File: config.mk
export PLATFORM = sky130hd
export DESIGN_NAME = modbus_coil_frame_generator
export DESIGN_NICKNAME = d
export VERILOG_FILES = /design/src/rtl/core/mcfg_pkg.sv /design/src/rtl/core/modbus_coil_frame_generator.sv /design/src/rtl/core/mcfg_cmd.sv /design/src/rtl/core/mcfg_frame.sv
export SDC_FILE = /design/constraint.sdc
export NUM_CORES = 1
export LEC_CHECK = 0
export BUFFER_PORTS_ARGS = -buffer_cell sky130_fd_sc_hd__buf_2
export CORE_MARGIN = 8
export CORE_UTILIZATION = 39
export CTS_CLUSTER_DIAMETER = 60
export DETAILED_ROUTE_END_ITERATION = 12
export GPL_TIMING_DRIVEN = 0
export SYNTH_ARGS = -nofsm -noshare
export SYNTH_HDL_FRONTEND = slang
export SYNTH_SLANG_ARGS = --single-unit
File: constraint.sdc
create_clock -name i_clk -period 8.1 [get_ports i_clk]
set_input_delay 0.405 -clock i_clk [delete_from_list [all_inputs] [get_ports i_clk]]
set_output_delay 0.405 -clock i_clk [all_outputs]
set_load 0.005 [all_outputs]
File: src/rtl/core/mcfg_pkg.sv
package mcfg_pkg;

    localparam logic [7:0]  FUNC_WRITE_COIL = 8'h05;
    localparam logic [15:0] CRC_POLY        = 16'hA001;
    localparam logic [15:0] CRC_INIT        = 16'hFFFF;
    localparam logic [7:0]  COIL_ON_BYTE    = 8'hFF;
    localparam logic [7:0]  COIL_OFF_BYTE   = 8'h00;
    localparam logic [7:0]  ZERO_BYTE       = 8'h00;
    localparam logic [7:0]  RELAY_FIRST     = 8'd1;
    localparam logic [7:0]  RELAY_LAST      = 8'd4;
    localparam int          RELAY_COUNT     = 4;

    localparam logic OP_ALL_ON = 1'b0;
    localparam logic OP_SELECT = 1'b1;

    // Position of a byte inside one eight-byte frame, in transmit order.
    typedef enum logic [2:0] {
        POS_ADDR,
        POS_FUNC,
        POS_COIL_HI,
        POS_COIL_LO,
        POS_VALUE_HI,
        POS_VALUE_LO,
        POS_CRC_LO,
        POS_CRC_HI
    } t_byte_pos;

    typedef enum logic [2:0] {
        CFG_DEV_ADDR,
        CFG_FIRST_COIL,
        CFG_RELAY_ONE,
        CFG_RELAY_TWO,
        CFG_RELAY_THREE,
        CFG_RELAY_FOUR
    } t_cfg_idx;

    typedef logic [RELAY_COUNT-1:0][1:0] t_relay_map;

    typedef struct packed {
        logic       all_on;
        logic [1:0] target;
    } t_cmd;

    typedef struct packed {
        logic [7:0]  dev_addr;
        logic [15:0] first_coil;
    } t_frame_cfg;

    // One byte of CRC16/Modbus, reflected, one bit per step.
    function automatic logic [15:0] crc_byte(input logic [15:0] crc_in,
                                             input logic [7:0]  data);
        logic [15:0] crc;
        crc = crc_in ^ {8'h00, data};
        for (int b = 0; b < 8; b++) begin
            if (crc[0]) begin
                crc = (crc >> 1) ^ CRC_POLY;
            end else begin
                crc = crc >> 1;
            end
        end
        return crc;
    endfunction

endpackage

File: src/rtl/core/modbus_coil_frame_generator.sv
// Channel   | Dir | Signals                        | Word contents (lowest bit first)
// s_axis    | in  | tvalid tready tdata tuser      | tdata: relay_choice; tuser: op
// m_axis    | out | tvalid tready tdata tuser tlast| tdata: frame_byte; tuser: frame_end;
//           |     |                                | tlast: last
// cfg       | in  | i_cfg_we i_cfg_idx i_cfg_data  | register index and value, no read-back
//
// A command yields COIL_COUNT frames of eight bytes, one byte per cycle while
// m_axis does not stall. The command word passes a holding register and the
// byte sequencer before its first byte leaves the output register; commands
// follow gap-free, since the next one waits in the holding register while bytes
// go out. Reset is synchronous and active low and clears both valid flags.
// A stall on m_axis freezes the byte sequence; a select of an unknown relay
// is taken and produces no bytes.
module modbus_coil_frame_generator #(
    parameter int COIL_COUNT = 4
) (
    input  logic        i_clk,
    input  logic        i_rst_n,
    input  logic        s_axis_tvalid,
    output logic        s_axis_tready,
    input  logic [7:0]  s_axis_tdata,   // [7:0] relay_choice
    input  logic        s_axis_tuser,   // [0] op
    output logic        m_axis_tvalid,
    input  logic        m_axis_tready,
    output logic [7:0]  m_axis_tdata,   // [7:0] frame_byte
    output logic        m_axis_tuser,   // [0] frame_end
    output logic        m_axis_tlast,
    input  logic        i_cfg_we,
    input  logic [2:0]  i_cfg_idx,
    input  logic [15:0] i_cfg_data
);

    mcfg_pkg::t_frame_cfg r_cfg;
    mcfg_pkg::t_relay_map r_relay_map;
    logic                 cmd_valid;
    logic                 take;
    mcfg_pkg::t_cmd       cmd;

    always_ff @(posedge i_clk) begin
        if (!i_rst_n) begin
            r_cfg.dev_addr   <= 8'd1;
            r_cfg.first_coil <= 16'd0;
            r_relay_map[0]   <= 2'd2;
            r_relay_map[1]   <= 2'd1;
            r_relay_map[2]   <= 2'd0;
            r_relay_map[3]   <= 2'd3;
        end else if (i_cfg_we) begin
            unique case (mcfg_pkg::t_cfg_idx'(i_cfg_idx))
                mcfg_pkg::CFG_DEV_ADDR:    r_cfg.dev_addr   <= i_cfg_data[7:0];
                mcfg_pkg::CFG_FIRST_COIL:  r_cfg.first_coil <= i_cfg_data;
                mcfg_pkg::CFG_RELAY_ONE:   r_relay_map[0]   <= i_cfg_data[1:0];
                mcfg_pkg::CFG_RELAY_TWO:   r_relay_map[1]   <= i_cfg_data[1:0];
                mcfg_pkg::CFG_RELAY_THREE: r_relay_map[2]   <= i_cfg_data[1:0];
                mcfg_pkg::CFG_RELAY_FOUR:  r_relay_map[3]   <= i_cfg_data[1:0];
                default: ;
            endcase
        end
    end

    mcfg_cmd u_cmd (
        .i_clk        (i_clk),
        .i_rst_n      (i_rst_n),
        .s_axis_tvalid(s_axis_tvalid),
        .s_axis_tready(s_axis_tready),
        .s_axis_tdata (s_axis_tdata),
        .s_axis_tuser (s_axis_tuser),
        .i_relay_map  (r_relay_map),
        .i_take       (take),
        .o_cmd_valid  (cmd_valid),
        .o_cmd        (cmd)
    );

    mcfg_frame #(
        .COIL_COUNT(COIL_COUNT)
    ) u_frame (
        .i_clk        (i_clk),
        .i_rst_n      (i_rst_n),
        .i_cfg        (r_cfg),
        .i_cmd_valid  (cmd_valid),
        .i_cmd        (cmd),
        .o_take       (take),
        .m_axis_tvalid(m_axis_tvalid),
        .m_axis_tready(m_axis_tready),
        .m_axis_tdata (m_axis_tdata),
        .m_axis_tuser (m_axis_tuser),
        .m_axis_tlast (m_axis_tlast)
    );

endmodule

File: src/rtl/core/mcfg_cmd.sv
module mcfg_cmd (
    input  logic                  i_clk,
    input  logic                  i_rst_n,
    input  logic                  s_axis_tvalid,
    output logic                  s_axis_tready,
    input  logic [7:0]            s_axis_tdata,  // [7:0] relay_choice
    input  logic                  s_axis_tuser,  // [0] op
    input  mcfg_pkg::t_relay_map  i_relay_map,
    input  logic                  i_take,
    output logic                  o_cmd_valid,
    output mcfg_pkg::t_cmd        o_cmd
);

    logic           r_valid;
    logic           n_valid;
    mcfg_pkg::t_cmd r_cmd;
    mcfg_pkg::t_cmd n_cmd;
    logic           accept;
    logic           keep;
    logic [1:0]     relay_idx;

    assign s_axis_tready = !r_valid || i_take;
    assign accept        = s_axis_tvalid && s_axis_tready;

    // A select of a relay outside the table is accepted and dropped here.
    assign keep = (s_axis_tuser == mcfg_pkg::OP_ALL_ON) ||
                  ((s_axis_tdata >= mcfg_pkg::RELAY_FIRST) &&
                   (s_axis_tdata <= mcfg_pkg::RELAY_LAST));
    assign relay_idx = 2'(s_axis_tdata - mcfg_pkg::RELAY_FIRST);

    always_comb begin
        n_valid = r_valid;
        n_cmd   = r_cmd;
        if (i_take) begin
            n_valid = 1'b0;
        end
        if (accept && keep) begin
            n_valid       = 1'b1;
            n_cmd.all_on  = (s_axis_tuser == mcfg_pkg::OP_ALL_ON);
            n_cmd.target  = i_relay_map[relay_idx];
        end
    end

    always_ff @(posedge i_clk) begin
        if (!i_rst_n) begin
            r_valid <= 1'b0;
        end else begin
            r_valid <= n_valid;
        end
        r_cmd <= n_cmd;
    end

    assign o_cmd_valid = r_valid;
    assign o_cmd       = r_cmd;

endmodule

File: src/rtl/core/mcfg_frame.sv
module mcfg_frame #(
    parameter int COIL_COUNT = 4
) (
    input  logic                  i_clk,
    input  logic                  i_rst_n,
    input  mcfg_pkg::t_frame_cfg  i_cfg,
    input  logic                  i_cmd_valid,
    input  mcfg_pkg::t_cmd        i_cmd,
    output logic                  o_take,
    output logic                  m_axis_tvalid,
    input  logic                  m_axis_tready,
    output logic [7:0]            m_axis_tdata,  // [7:0] frame_byte
    output logic                  m_axis_tuser,  // [0] frame_end
    output logic                  m_axis_tlast
);

    localparam int KW = (COIL_COUNT > 1) ? $clog2(COIL_COUNT) : 1;
    localparam logic [KW-1:0] K_LAST = KW'(COIL_COUNT - 1);

    logic                r_busy;
    logic                n_busy;
    logic [KW-1:0]       r_k;
    logic [KW-1:0]       n_k;
    mcfg_pkg::t_byte_pos r_pos;
    mcfg_pkg::t_byte_pos n_pos;
    logic [15:0]         r_crc;
    logic [15:0]         n_crc;
    mcfg_pkg::t_cmd      r_cmd;
    mcfg_pkg::t_cmd      n_cmd;

    logic                r_out_valid;
    logic                n_out_valid;
    logic [7:0]          r_out_byte;
    logic [7:0]          n_out_byte;
    logic                r_out_end;
    logic                n_out_end;
    logic                r_out_last;
    logic                n_out_last;

    logic                adv;
    logic                emit;
    logic                last_byte;
    logic                coil_on;
    logic [15:0]         coil_addr;
    logic [7:0]          cur_byte;
    logic [15:0]         crc_seed;

    assign adv       = !r_out_valid || m_axis_tready;
    assign emit      = r_busy && adv;
    assign last_byte = (r_pos == mcfg_pkg::POS_CRC_HI) && (r_k == K_LAST);
    assign o_take    = i_cmd_valid && (!r_busy || (emit && last_byte));

    // A mapped index at or beyond the coil count never matches, so all stay off.
    assign coil_on   = r_cmd.all_on ||
                       ({2'b00, r_k} == {{KW{1'b0}}, r_cmd.target});
    assign coil_addr = 16'(i_cfg.first_coil + 16'(r_k));

    always_comb begin
        unique case (r_pos)
            mcfg_pkg::POS_ADDR:     cur_byte = i_cfg.dev_addr;
            mcfg_pkg::POS_FUNC:     cur_byte = mcfg_pkg::FUNC_WRITE_COIL;
            mcfg_pkg::POS_COIL_HI:  cur_byte = coil_addr[15:8];
            mcfg_pkg::POS_COIL_LO:  cur_byte = coil_addr[7:0];
            mcfg_pkg::POS_VALUE_HI: cur_byte = coil_on ? mcfg_pkg::COIL_ON_BYTE
                                                       : mcfg_pkg::COIL_OFF_BYTE;
            mcfg_pkg::POS_VALUE_LO: cur_byte = mcfg_pkg::ZERO_BYTE;
            mcfg_pkg::POS_CRC_LO:   cur_byte = r_crc[7:0];
            mcfg_pkg::POS_CRC_HI:   cur_byte = r_crc[15:8];
            default:                cur_byte = mcfg_pkg::ZERO_BYTE;
        endcase
    end

    assign crc_seed = (r_pos == mcfg_pkg::POS_ADDR) ? mcfg_pkg::CRC_INIT : r_crc;

    always_comb begin
        n_busy      = r_busy;
        n_k         = r_k;
        n_pos       = r_pos;
        n_crc       = r_crc;
        n_cmd       = r_cmd;
        n_out_valid = r_out_valid && !m_axis_tready;
        n_out_byte  = r_out_byte;
        n_out_end   = r_out_end;
        n_out_last  = r_out_last;

        if (emit) begin
            n_out_valid = 1'b1;
            n_out_byte  = cur_byte;
            n_out_end   = (r_pos == mcfg_pkg::POS_CRC_HI);
            n_out_last  = last_byte;
            // The checksum runs over the first six bytes as they go out.
            if (r_pos != mcfg_pkg::POS_CRC_LO && r_pos != mcfg_pkg::POS_CRC_HI) begin
                n_crc = mcfg_pkg::crc_byte(crc_seed, cur_byte);
            end
            n_pos = mcfg_pkg::t_byte_pos'(3'(r_pos + 3'd1));
            if (r_pos == mcfg_pkg::POS_CRC_HI) begin
                n_k = KW'(r_k + 1'b1);
            end
            if (last_byte) begin
                n_busy = 1'b0;
            end
        end

        if (o_take) begin
            n_busy = 1'b1;
            n_k    = '0;
            n_pos  = mcfg_pkg::POS_ADDR;
            n_cmd  = i_cmd;
        end
    end

    always_ff @(posedge i_clk) begin
        if (!i_rst_n) begin
            r_busy      <= 1'b0;
            r_k         <= '0;
            r_pos       <= mcfg_pkg::POS_ADDR;
            r_out_valid <= 1'b0;
        end else begin
            r_busy      <= n_busy;
            r_k         <= n_k;
            r_pos       <= n_pos;
            r_out_valid <= n_out_valid;
        end
        r_crc      <= n_crc;
        r_cmd      <= n_cmd;
        r_out_byte <= n_out_byte;
        r_out_end  <= n_out_end;
        r_out_last <= n_out_last;
    end

    assign m_axis_tvalid = r_out_valid;
    assign m_axis_tdata  = r_out_byte;
    assign m_axis_tuser  = r_out_end;
    assign m_axis_tlast  = r_out_last;

endmodule

==> flow_summary.toml, run 1 <==
[outcome]
outcome = "completed"

[timing]
tightest_slew_ps = 960
post-route-period-util_pct = 41.2
fin_worst_skew_ps = 13.3
setup_violations = 0
maxSlewHeadroom_pct = 36.0
maxSlewViolCount = 0
hold_ws_ps = 301
finalCriticalPeriod_ps = 3340
setup_tns_ps = 0
fmax_mhz = 300
grt_setup_unrepaired = "false"
finalHoldViolCount = 0

[global_route]
grt-ovfl-total = 0
grt_pass1_vias = 2866
grt_pass1_wl_um = 14000
grt_max_degree = 18
grt_usage_pct = 13.4
antenna_found_initial = 0

[drt]
drt-initial-drc-count = 169
via_count = 2813
route.detailed.drc = 0
wirelength_um = 8180
drt_pass1_iterations = 6
via_per_inst = 4.94
wire_per_inst_um = 14.4
drtAntennaViolNets = 0

[yosys]
synth_top_family_by_area = "simple AND/OR/NAND/NOR gates"
synth_top_area_share_pct = 25.2
ys_top_cells_by_area = "edfxtp_1, dfxtp_1, xnor2_1, nand2_1, a21boi_0"
netlist_top_cells_count = "nand2_1, dfxtp_1, xnor2_1"
synth_simple_gate_area_share_pct = 18.4
synth-edff-count = 32
ys_seq_area_share_pct = 46.1
synthAdderAreaFrac_pct = 4.46
syn_nets = 423
yosys_register_bits = 72
synth.cell_area_mm2 = 0.00382
yosys.area_share.xor_xnor_pct = 12.2
muxShareOfSynthArea_pct = 3.02
yosysMostFrequentCell = "nand2_1"
synth_cells = 377
synth-compound-area-share_pct = 13.1
synth.avg_cell_area_um2 = 10.1
ys_warn_count = 0
ys_async_sr_fraction_pct = 0
synth.largest_area_cell = "edfxtp_1"
synth_cell_types = 49
synth_ff_type = "dfxtp_1"

[floorplanning]
coreArea_mm2 = 0.00964
die_w_um = 115
ios = 45
die_h_um = 115
num_rows = 36
start_util_pct = 39.6
fp.dieArea_mm2 = 0.0132

[power]
power_mw = 0.877
power_leakage_nw = 1.61
power_density_mw_per_mm2 = 197
ir_worst_vdd_uv = 84.7

[setup_path]
arrival_ps = 3440
path_max_fanout = 10
max_stage_delay_ps = 510
cp.required_ps = 8200
r2r_cells = 11
worst_path_max_delay_cell = "xnor3_2"
end_kind = "register"
crit_chain = "inv_1 -> ha_1 -> buf_2 -> nor4_2 -> nand2_2 -> o21ai_1 -> a221oi_1 -> a31oi_4 -> xnor3_2 -> xnor3_1 -> xor2_1"
critPathLaunchType = "register"
path_class = "reg2reg"

[place]
port_buffers = 43
dp_hpwl_um = 6360
finalWeightedCongestion = 0.868

[cells_and_area]
seqCellArea_mm2 = 0.00176
areaGrowthSynthToFinish_pct = 16.3
multi_input_area_mm2 = 0.00196
drive_gt1_share_pct = 18.8
fin_nets = 478
diodes = 0
nFillCells = 992

[hold_path]
worst_hold_path.num_cells = 3
min_path_type = "in2reg"

[clock_network]
cts.sinks = 72
hold_buffers = 0
path_clk_slew_ps = 80
cts_tree = "done"
post_cts_buffers = 0
clock_path_buffers = 2
cts_resized = 0
insertion_delay_ps = 350
cts_max_level = 3
numCtsBuffers = 9
cts-root-buf = "clkbuf_8"

[job]
drv_cap = 0
==> kinds of logic (layout without fill, tap and decap cells) <==
logic type,count (synthesis),in the layout
multiplexers,9,9
AO/OA/AOI/OAI,61,61
XOR/XNOR,48,48
buffers and inverters,25,85
adder cells (fa/ha/maj),13,13
AND/OR/NAND/NOR,149,149
flip-flops,72,72
==> path summary, 6_finish.rpt <==
check                                      from                    endpoint  slack, ps
hold reg to reg        u_cmd.o_cmd[1]$_DFFE_PP_  u_frame.r_cmd[1]$_DFFE_PP_        420
setup / recovery  u_frame.r_pos[2]$_SDFFE_PP0P_  u_frame.r_crc[0]$_DFFE_PP_       4760
hold / removal                   i_cfg_data[10]      r_cfg[10]$_SDFFE_PN0P_        300
setup reg to reg  u_frame.r_pos[2]$_SDFFE_PP0P_  u_frame.r_crc[0]$_DFFE_PP_       4760
==> report_power, final <==
part | leakage (nW) | internal, mW | switching [mW]
combinational | 0.880 | 0.0723 | 0.0726
sequential | 0.614 | 0.406 | 0.0113
clock | 0.114 | 0.181 | 0.134
total | 1.61 | 0.659 | 0.218
==> per-stage QoR <==
stage	util [%]	setup WS [ps]	cell area (um2)	instances
global route	46.1	4480	4440	570
global placement	43.6	4430	4200	553
detailed placement	43.7	4790	4220	554
CTS	46.1	4770	4440	570
floorplan	-	5100	3820	377
finish	46.1	4760	4440	570
==> worst max-delay path: cells and delay by family, from the launching register on <==
family / cells / cell delay (ps)
simple gates: 2 / 470
compound gates: 3 / 600
xor+xnor: 3 / 1020
flops: 1 / 470
buf+inv: 2 / 320
fa+ha+maj: 1 / 210
==> flip-flops by register name (all words and copies together) (netlist names) <==
name / cells
r_cfg: 24
u_frame.m_axis_tdata: 8
u_cmd.o_cmd: 3
u_frame.r_cmd: 3
r_relay_map: 8
u_frame.m_axis_tuser: 1
u_frame.m_axis_tlast: 1
u_frame.r_crc: 16
u_frame.r_busy: 1
u_frame.r_k: 2
u_frame.m_axis_tvalid: 1
u_cmd.o_cmd_valid: 1
u_frame.r_pos: 3
==> routing by layer <==
layer,vias to the layer above,part of all wire [%],track usage (%)
li1,1408,-,-
met1,1329,46,16.6
met2,65,47,21.7
met3,11,5.7,4.04
met4,0,1.4,4.38
met5,-,0,0
==> area by class of cell <==
type	count	area share, %
Buffer	13	1.30
Clock buffer	13	4.09
Clock inverter	3	0.986
Inverter	12	1.01
Multi-Input combinational cell	280	44.1
Sequential cell	72	39.7
Tap cell	133	3.75
Timing Repair Buffer	44	5.10
==> cells in the final DEF, fill, tap and decap left out, drive strengths merged, types with 6 or more instances in the layout <==
master and count:
inv 13, clkbuf 23, xnor2 34, nor2 24
mux2i 7, ha 12, o21ai 7, edfxtp 32
nand2 76, buf 47, a21boi 25, a21oi 6
nor3 6, xor2 11, dfxtp 40, nand3 10
nor2b 10
No activity file was read; power rests on OpenSTA's default activity.
==> run 2, diff against run 1 <==
==> constraint.sdc (replaced) <==
create_clock -name i_clk -period 3.4 [get_ports i_clk]
set_input_delay 0.17 -clock i_clk [delete_from_list [all_inputs] [get_ports i_clk]]
set_output_delay 0.17 -clock i_clk [all_outputs]
set_load 0.005 [all_outputs]
==> flow_summary.toml, run 2 (synthesis gave the netlist of run 1 again) <==
[global_route]
grt-ovfl-total = 0
grt_pass1_wl_um = 14000
antenna_found_initial = 0
grt_max_degree = 18
grt_pass1_vias = 2866
grt_usage_pct = 13.4

[clock_network]
hold_buffers = 0
cts_max_level = 3
cts-root-buf = "clkbuf_8"
numCtsBuffers = 9
insertion_delay_ps = 350
path_clk_slew_ps = 80
cts_tree = "done"
cts.sinks = 72
clock_path_buffers = 2

[timing]
hold_ws_ps = 68.6
maxSlewHeadroom_pct = 35.9
fmax_mhz = 315
setup_violations = 0
finalHoldViolCount = 0
tightest_slew_ps = 961
setup_tns_ps = 0
grt_setup_unrepaired = "false"
maxSlewViolCount = 0
post-route-period-util_pct = 93.3
finalCriticalPeriod_ps = 3170
fin_worst_skew_ps = 13.3

[job]
drv_cap = 0

[floorplanning]
die_h_um = 115
die_w_um = 115
ios = 45
fp.dieArea_mm2 = 0.0132
coreArea_mm2 = 0.00964
num_rows = 36
start_util_pct = 39.6

[power]
power_leakage_nw = 1.61
ir_worst_vdd_uv = 202
power_density_mw_per_mm2 = 468

[cells_and_area]
top_regs = "r_cfg x24, u_frame.r_crc x16"
fin_area_mm2 = 0.00446
seqCellArea_mm2 = 0.00176
post-route-util_pct = 46.2
instances_no_fill = 570
layout_commonest_cell = "nand2_1"
multi_input_area_mm2 = 0.00197
max_flop_register = "r_cfg"
most-common-layout-cells = "nand2_1, buf_2, dfxtp_1"
largest_register_ff_count = 24
drive_gt1_share_pct = 19.7
fin_nets = 478
nFillCells = 986
diodes = 0
areaGrowthSynthToFinish_pct = 16.7

[drt]
via_per_inst = 4.96
drt-initial-drc-count = 164
drt_pass1_iterations = 7
via_count = 2827
drtAntennaViolNets = 0
wire_per_inst_um = 14.3
route.detailed.drc = 0
wirelength_um = 8170

[place]
placed_area_mm2 = 0.00422
dp_hpwl_um = 6360
placedCellCount = 554
finalWeightedCongestion = 0.868
port_buffers = 43

[setup_path]
cp.required_ps = 3500
end_kind = "register"
critPathLaunchType = "register"
arrival_ps = 3270
path_class = "reg2reg"
r2r_cells = 10
rrSetupSlack_ps = 230
path_max_fanout = 10

[hold_path]
min_path_type = "in2reg"
worst_hold_path.num_cells = 3

[outcome]
outcome = "completed"
[run 2: path summary, 6_finish.rpt]
path                                 startpoint                           to
hold / removal                   i_cfg_data[10]       r_cfg[10]$_SDFFE_PN0P_
setup / recovery  u_frame.r_pos[0]$_SDFFE_PP0P_  u_frame.r_crc[14]$_DFFE_PP_
setup reg to reg  u_frame.r_pos[0]$_SDFFE_PP0P_  u_frame.r_crc[14]$_DFFE_PP_
hold reg to reg        u_cmd.o_cmd[1]$_DFFE_PP_   u_frame.r_cmd[1]$_DFFE_PP_
[run 2: through the flow]
step	power (mW)	setup slack (ps)
after CTS	2.10	70.2
after floorplan	1.27	402
after detailed placement	1.36	85.0
after global routing	2.19	40.0
after global placement	1.35	-161
final	2.09	228
[run 2: final cells by class]
type	count	area share, %
Inverter	12	1.01
Clock inverter	3	0.983
Tap cell	133	3.73
Sequential cell	72	39.6
Clock buffer	13	4.07
Multi-Input combinational cell	280	44.3
Timing Repair Buffer	44	5.08
Buffer	13	1.29
[run 2: worst max-delay path: stages, from the launching register on]
cell     delay, ps
dfxtp_1        350
ha_1           230
ha_1           170
buf_2          170
nor4_2         300
nand2_2        180
o21a_1         210
a31oi_1        490
xnor2_2        210
xnor3_2        430
xor2_1         190
[run 2: power by group]
group          switching (mW)  internal, mW
Sequential             0.0269         0.968
Clock                   0.316         0.430
Combinational           0.174         0.172
[run 2: routing by layer]
| layer | up-vias | GRT usage, % | share of wire (%) |
|---|---|---|---|
| li1 | 1408 | - | - |
| met1 | 1332 | 16.6 | 46 |
| met2 | 73 | 21.7 | 46 |
| met3 | 14 | 4.04 | 6.1 |
| met4 | 0 | 4.38 | 1.6 |
| met5 | - | 0 | 0 |
[run 2: what timing repair did]
item / 4_1_cts / 5_1_grt
gates resized for setup: 0 / 4
setup endpoints to repair: 0 / 3
setup buffers: 0 / 0
==> run 3, diff against run 2 <==
--- a/config.mk
+++ b/config.mk
@@ -5,6 +5,7 @@
 export SDC_FILE = /design/constraint.sdc
 export NUM_CORES = 1
 export LEC_CHECK = 0
+export ABC_AREA = 1
 export BUFFER_PORTS_ARGS = -buffer_cell sky130_fd_sc_hd__buf_2
 export CORE_MARGIN = 8
 export CORE_UTILIZATION = 39
==> flow_summary.toml, run 3 <==
[floorplanning]
ios = 45
die_h_um = 118
die_w_um = 118
num_rows = 37
start_util_pct = 39.9
fp.dieArea_mm2 = 0.0140
coreArea_mm2 = 0.0102

[clock_network]
numCtsBuffers = 9
post_cts_buffers = 0
cts_tree = "done"
cts_max_level = 3
hold_buffers = 0
cts.sinks = 72
clock_path_buffers = 2
insertion_delay_ps = 350
cts_resized = 0
cts-root-buf = "clkbuf_8"
path_clk_slew_ps = 70

[setup_path]
path_class = "reg2reg"
cp.required_ps = 3500
end_kind = "register"
r2r_start = "u_frame.r_k[0]$_SDFFE_PP0P_"
crit_chain = "ha_1 -> fa_1 -> nand2_2 -> nor2_1 -> o21ai_0 -> nand3_1 -> nor2_2 -> nand2_2 -> nand2_2 -> nand2_1 -> nand2_2 -> nand2_1 -> nand2_1 -> nand2_1 -> nand3_2 -> nand3_1 -> nand3_1 -> nand2_1"
arrival_ps = 2940
rrSetupSlack_ps = 560
worst_path_max_delay_cell = "fa_1"
path_max_fanout = 5
worst_path_most_repeated_cell = "nand2_1"
cp_num_buf_inv = 0
max_stage_delay_ps = 420
critical-path-top-delay-family = "simple AND/OR/NAND/NOR gates"
r2r_cells = 18
critPathLaunchType = "register"
r2r-end = "u_frame.r_crc[0]$_DFFE_PP_"

[yosys]
ys_seq_area_share_pct = 43.1
ys_top_cells_by_area = "edfxtp_1, dfxtp_1, nand2_1, inv_1, nor2_1"
ys_async_sr_fraction_pct = 0
synth_ff_type = "dfxtp_1"
syn_nets = 605
synth.cell_area_mm2 = 0.00409
yosys_register_bits = 72
synth_cell_types = 33
synth_cells = 559
synth-edff-count = 32
yosysMostFrequentCell = "nand2_1"
synth_top_area_share_pct = 23.5
synth.largest_area_cell = "edfxtp_1"
netlist_top_cells_count = "nand2_1, inv_1, nor2_1"
ys_warn_count = 0
synth.avg_cell_area_um2 = 7.31

[cells_and_area]
largest_register_ff_count = 24
top_regs = "r_cfg x24, u_frame.r_crc x16"
areaGrowthSynthToFinish_pct = 14.4
most-common-layout-cells = "nand2_1, inv_1, nor2_1"
fin_nets = 661
max_flop_register = "r_cfg"
post-route-util_pct = 45.7
layout_commonest_cell = "nand2_1"
diodes = 0
nFillCells = 1056
drive_gt1_share_pct = 16.9

[drt]
route.detailed.drc = 0
drt-initial-drc-count = 181
drtAntennaViolNets = 0
via_per_inst = 4.86
wirelength_um = 9990
drt_pass1_iterations = 4
wire_per_inst_um = 13.2
via_count = 3675

[timing]
maxSlewHeadroom_pct = 61.8
post-route-period-util_pct = 83.4
grt_setup_unrepaired = "false"
setup_tns_ps = 0
fmax_mhz = 352
finalHoldViolCount = 0
finalCriticalPeriod_ps = 2840
maxSlewViolCount = 0
setup_violations = 0
tightest_slew_ps = 572
fin_worst_skew_ps = 13.1

[place]
dp_hpwl_um = 7800
finalWeightedCongestion = 0.865
port_buffers = 44

[global_route]
grt_usage_pct = 14.5
grt_max_degree = 15
grt_pass1_vias = 3670
antenna_found_initial = 0
grt_pass1_wl_um = 16600
grt-ovfl-total = 0

[power]
power_density_mw_per_mm2 = 409
power_leakage_nw = 2.07
ir_worst_vdd_uv = 165

[hold_path]
whs_endpoint = "r_cfg[15]$_SDFFE_PN0P_"
min_path_type = "in2reg"
min_from = "i_cfg_data[15]"
worst_hold_path.num_cells = 3

[outcome]
outcome = "completed"

[job]
drv_cap = 0
run 3: worst reg2reg max path: cells and delay by family, from the launching register on:
kind	cells	cell delay, ps
AO/OA/AOI/OAI	1	210
flip-flops	1	370
AND/OR/NAND/NOR	15	1370
adder cells (fa/ha/maj)	2	650
run 3: worst max-delay path by stage:
stage | startpoint | to | slack (ps) | cells after the start
after floorplan | u_frame.r_pos[0]$_SDFFE_PP0P_ | u_frame.r_crc[0]$_DFFE_PP_ | 940 | 4
after global placement | u_frame.r_pos[0]$_SDFFE_PP0P_ | u_frame.r_crc[11]$_DFFE_PP_ | 260 | 5
after detailed placement | u_frame.r_k[0]$_SDFFE_PP0P_ | u_frame.r_crc[0]$_DFFE_PP_ | 580 | 18
after CTS | u_frame.r_k[0]$_SDFFE_PP0P_ | u_frame.r_crc[0]$_DFFE_PP_ | 580 | 18
after global routing | u_frame.r_k[0]$_SDFFE_PP0P_ | u_frame.r_crc[0]$_DFFE_PP_ | 290 | 18
final | u_frame.r_k[0]$_SDFFE_PP0P_ | u_frame.r_crc[0]$_DFFE_PP_ | 560 | 18
run 3: area by class of cell:
type                            instances  area [um2]  area share [%]
Buffer                                  7        33.8           0.723
Tap cell                              136         170            3.64
Timing Repair Buffer                   45         231            4.95
Clock buffer                           11         153            3.26
Sequential cell                        72        1760            37.7
Multi-Input combinational cell        399        1990            42.6
Clock inverter                          5        30.0           0.642
Inverter                               81         304            6.50
run 3: where the power goes:
part / internal (mW) / switching, mW / total (mW)
combinational: 0.110 / 0.196 / 0.306
clock: 0.305 / 0.330 / 0.635
sequential: 0.954 / 0.0183 / 0.972
run 3: cell families after synthesis:
logic type	share of synthesized area (%)
AOI/OAI and AO/OA	9.31
xor gates and xnor gates	2.11
adders and majority gates	4.16
buffers and inverters	8.27
DFF	43.1
and+or+nand+nor	33.0
run 3: routing by layer:
| metal | up-vias | GRT usage, % | wire length, um |
|---|---|---|---|
| met1 | 1697 | 17.1 | 4560 |
| met4 | 0 | 6.97 | 245 |
| met2 | 72 | 24.3 | 4760 |
| met5 | - | 0 | 0 |
| li1 | 1886 | - | - |
| met3 | 20 | 3.52 | 423 |
run 3: through the flow:
| step | cells | area (um2) | hold slack, ps | total power [mW] | setup slack [ps] |
|---|---|---|---|---|---|
| 2_1_floorplan | 559 | 4090 | 296 | 1.21 | 938 |
| 3_3_place_gp | 739 | 4480 | 396 | 1.29 | 259 |
| 3_5_place_dp | 740 | 4490 | 405 | 1.30 | 578 |
| 4_1_cts | 756 | 4680 | 45.0 | 1.94 | 576 |
| 5_1_grt | 756 | 4680 | 46.9 | 2.02 | 287 |
| 6_report | 756 | 4680 | 54.8 | 1.91 | 563 |
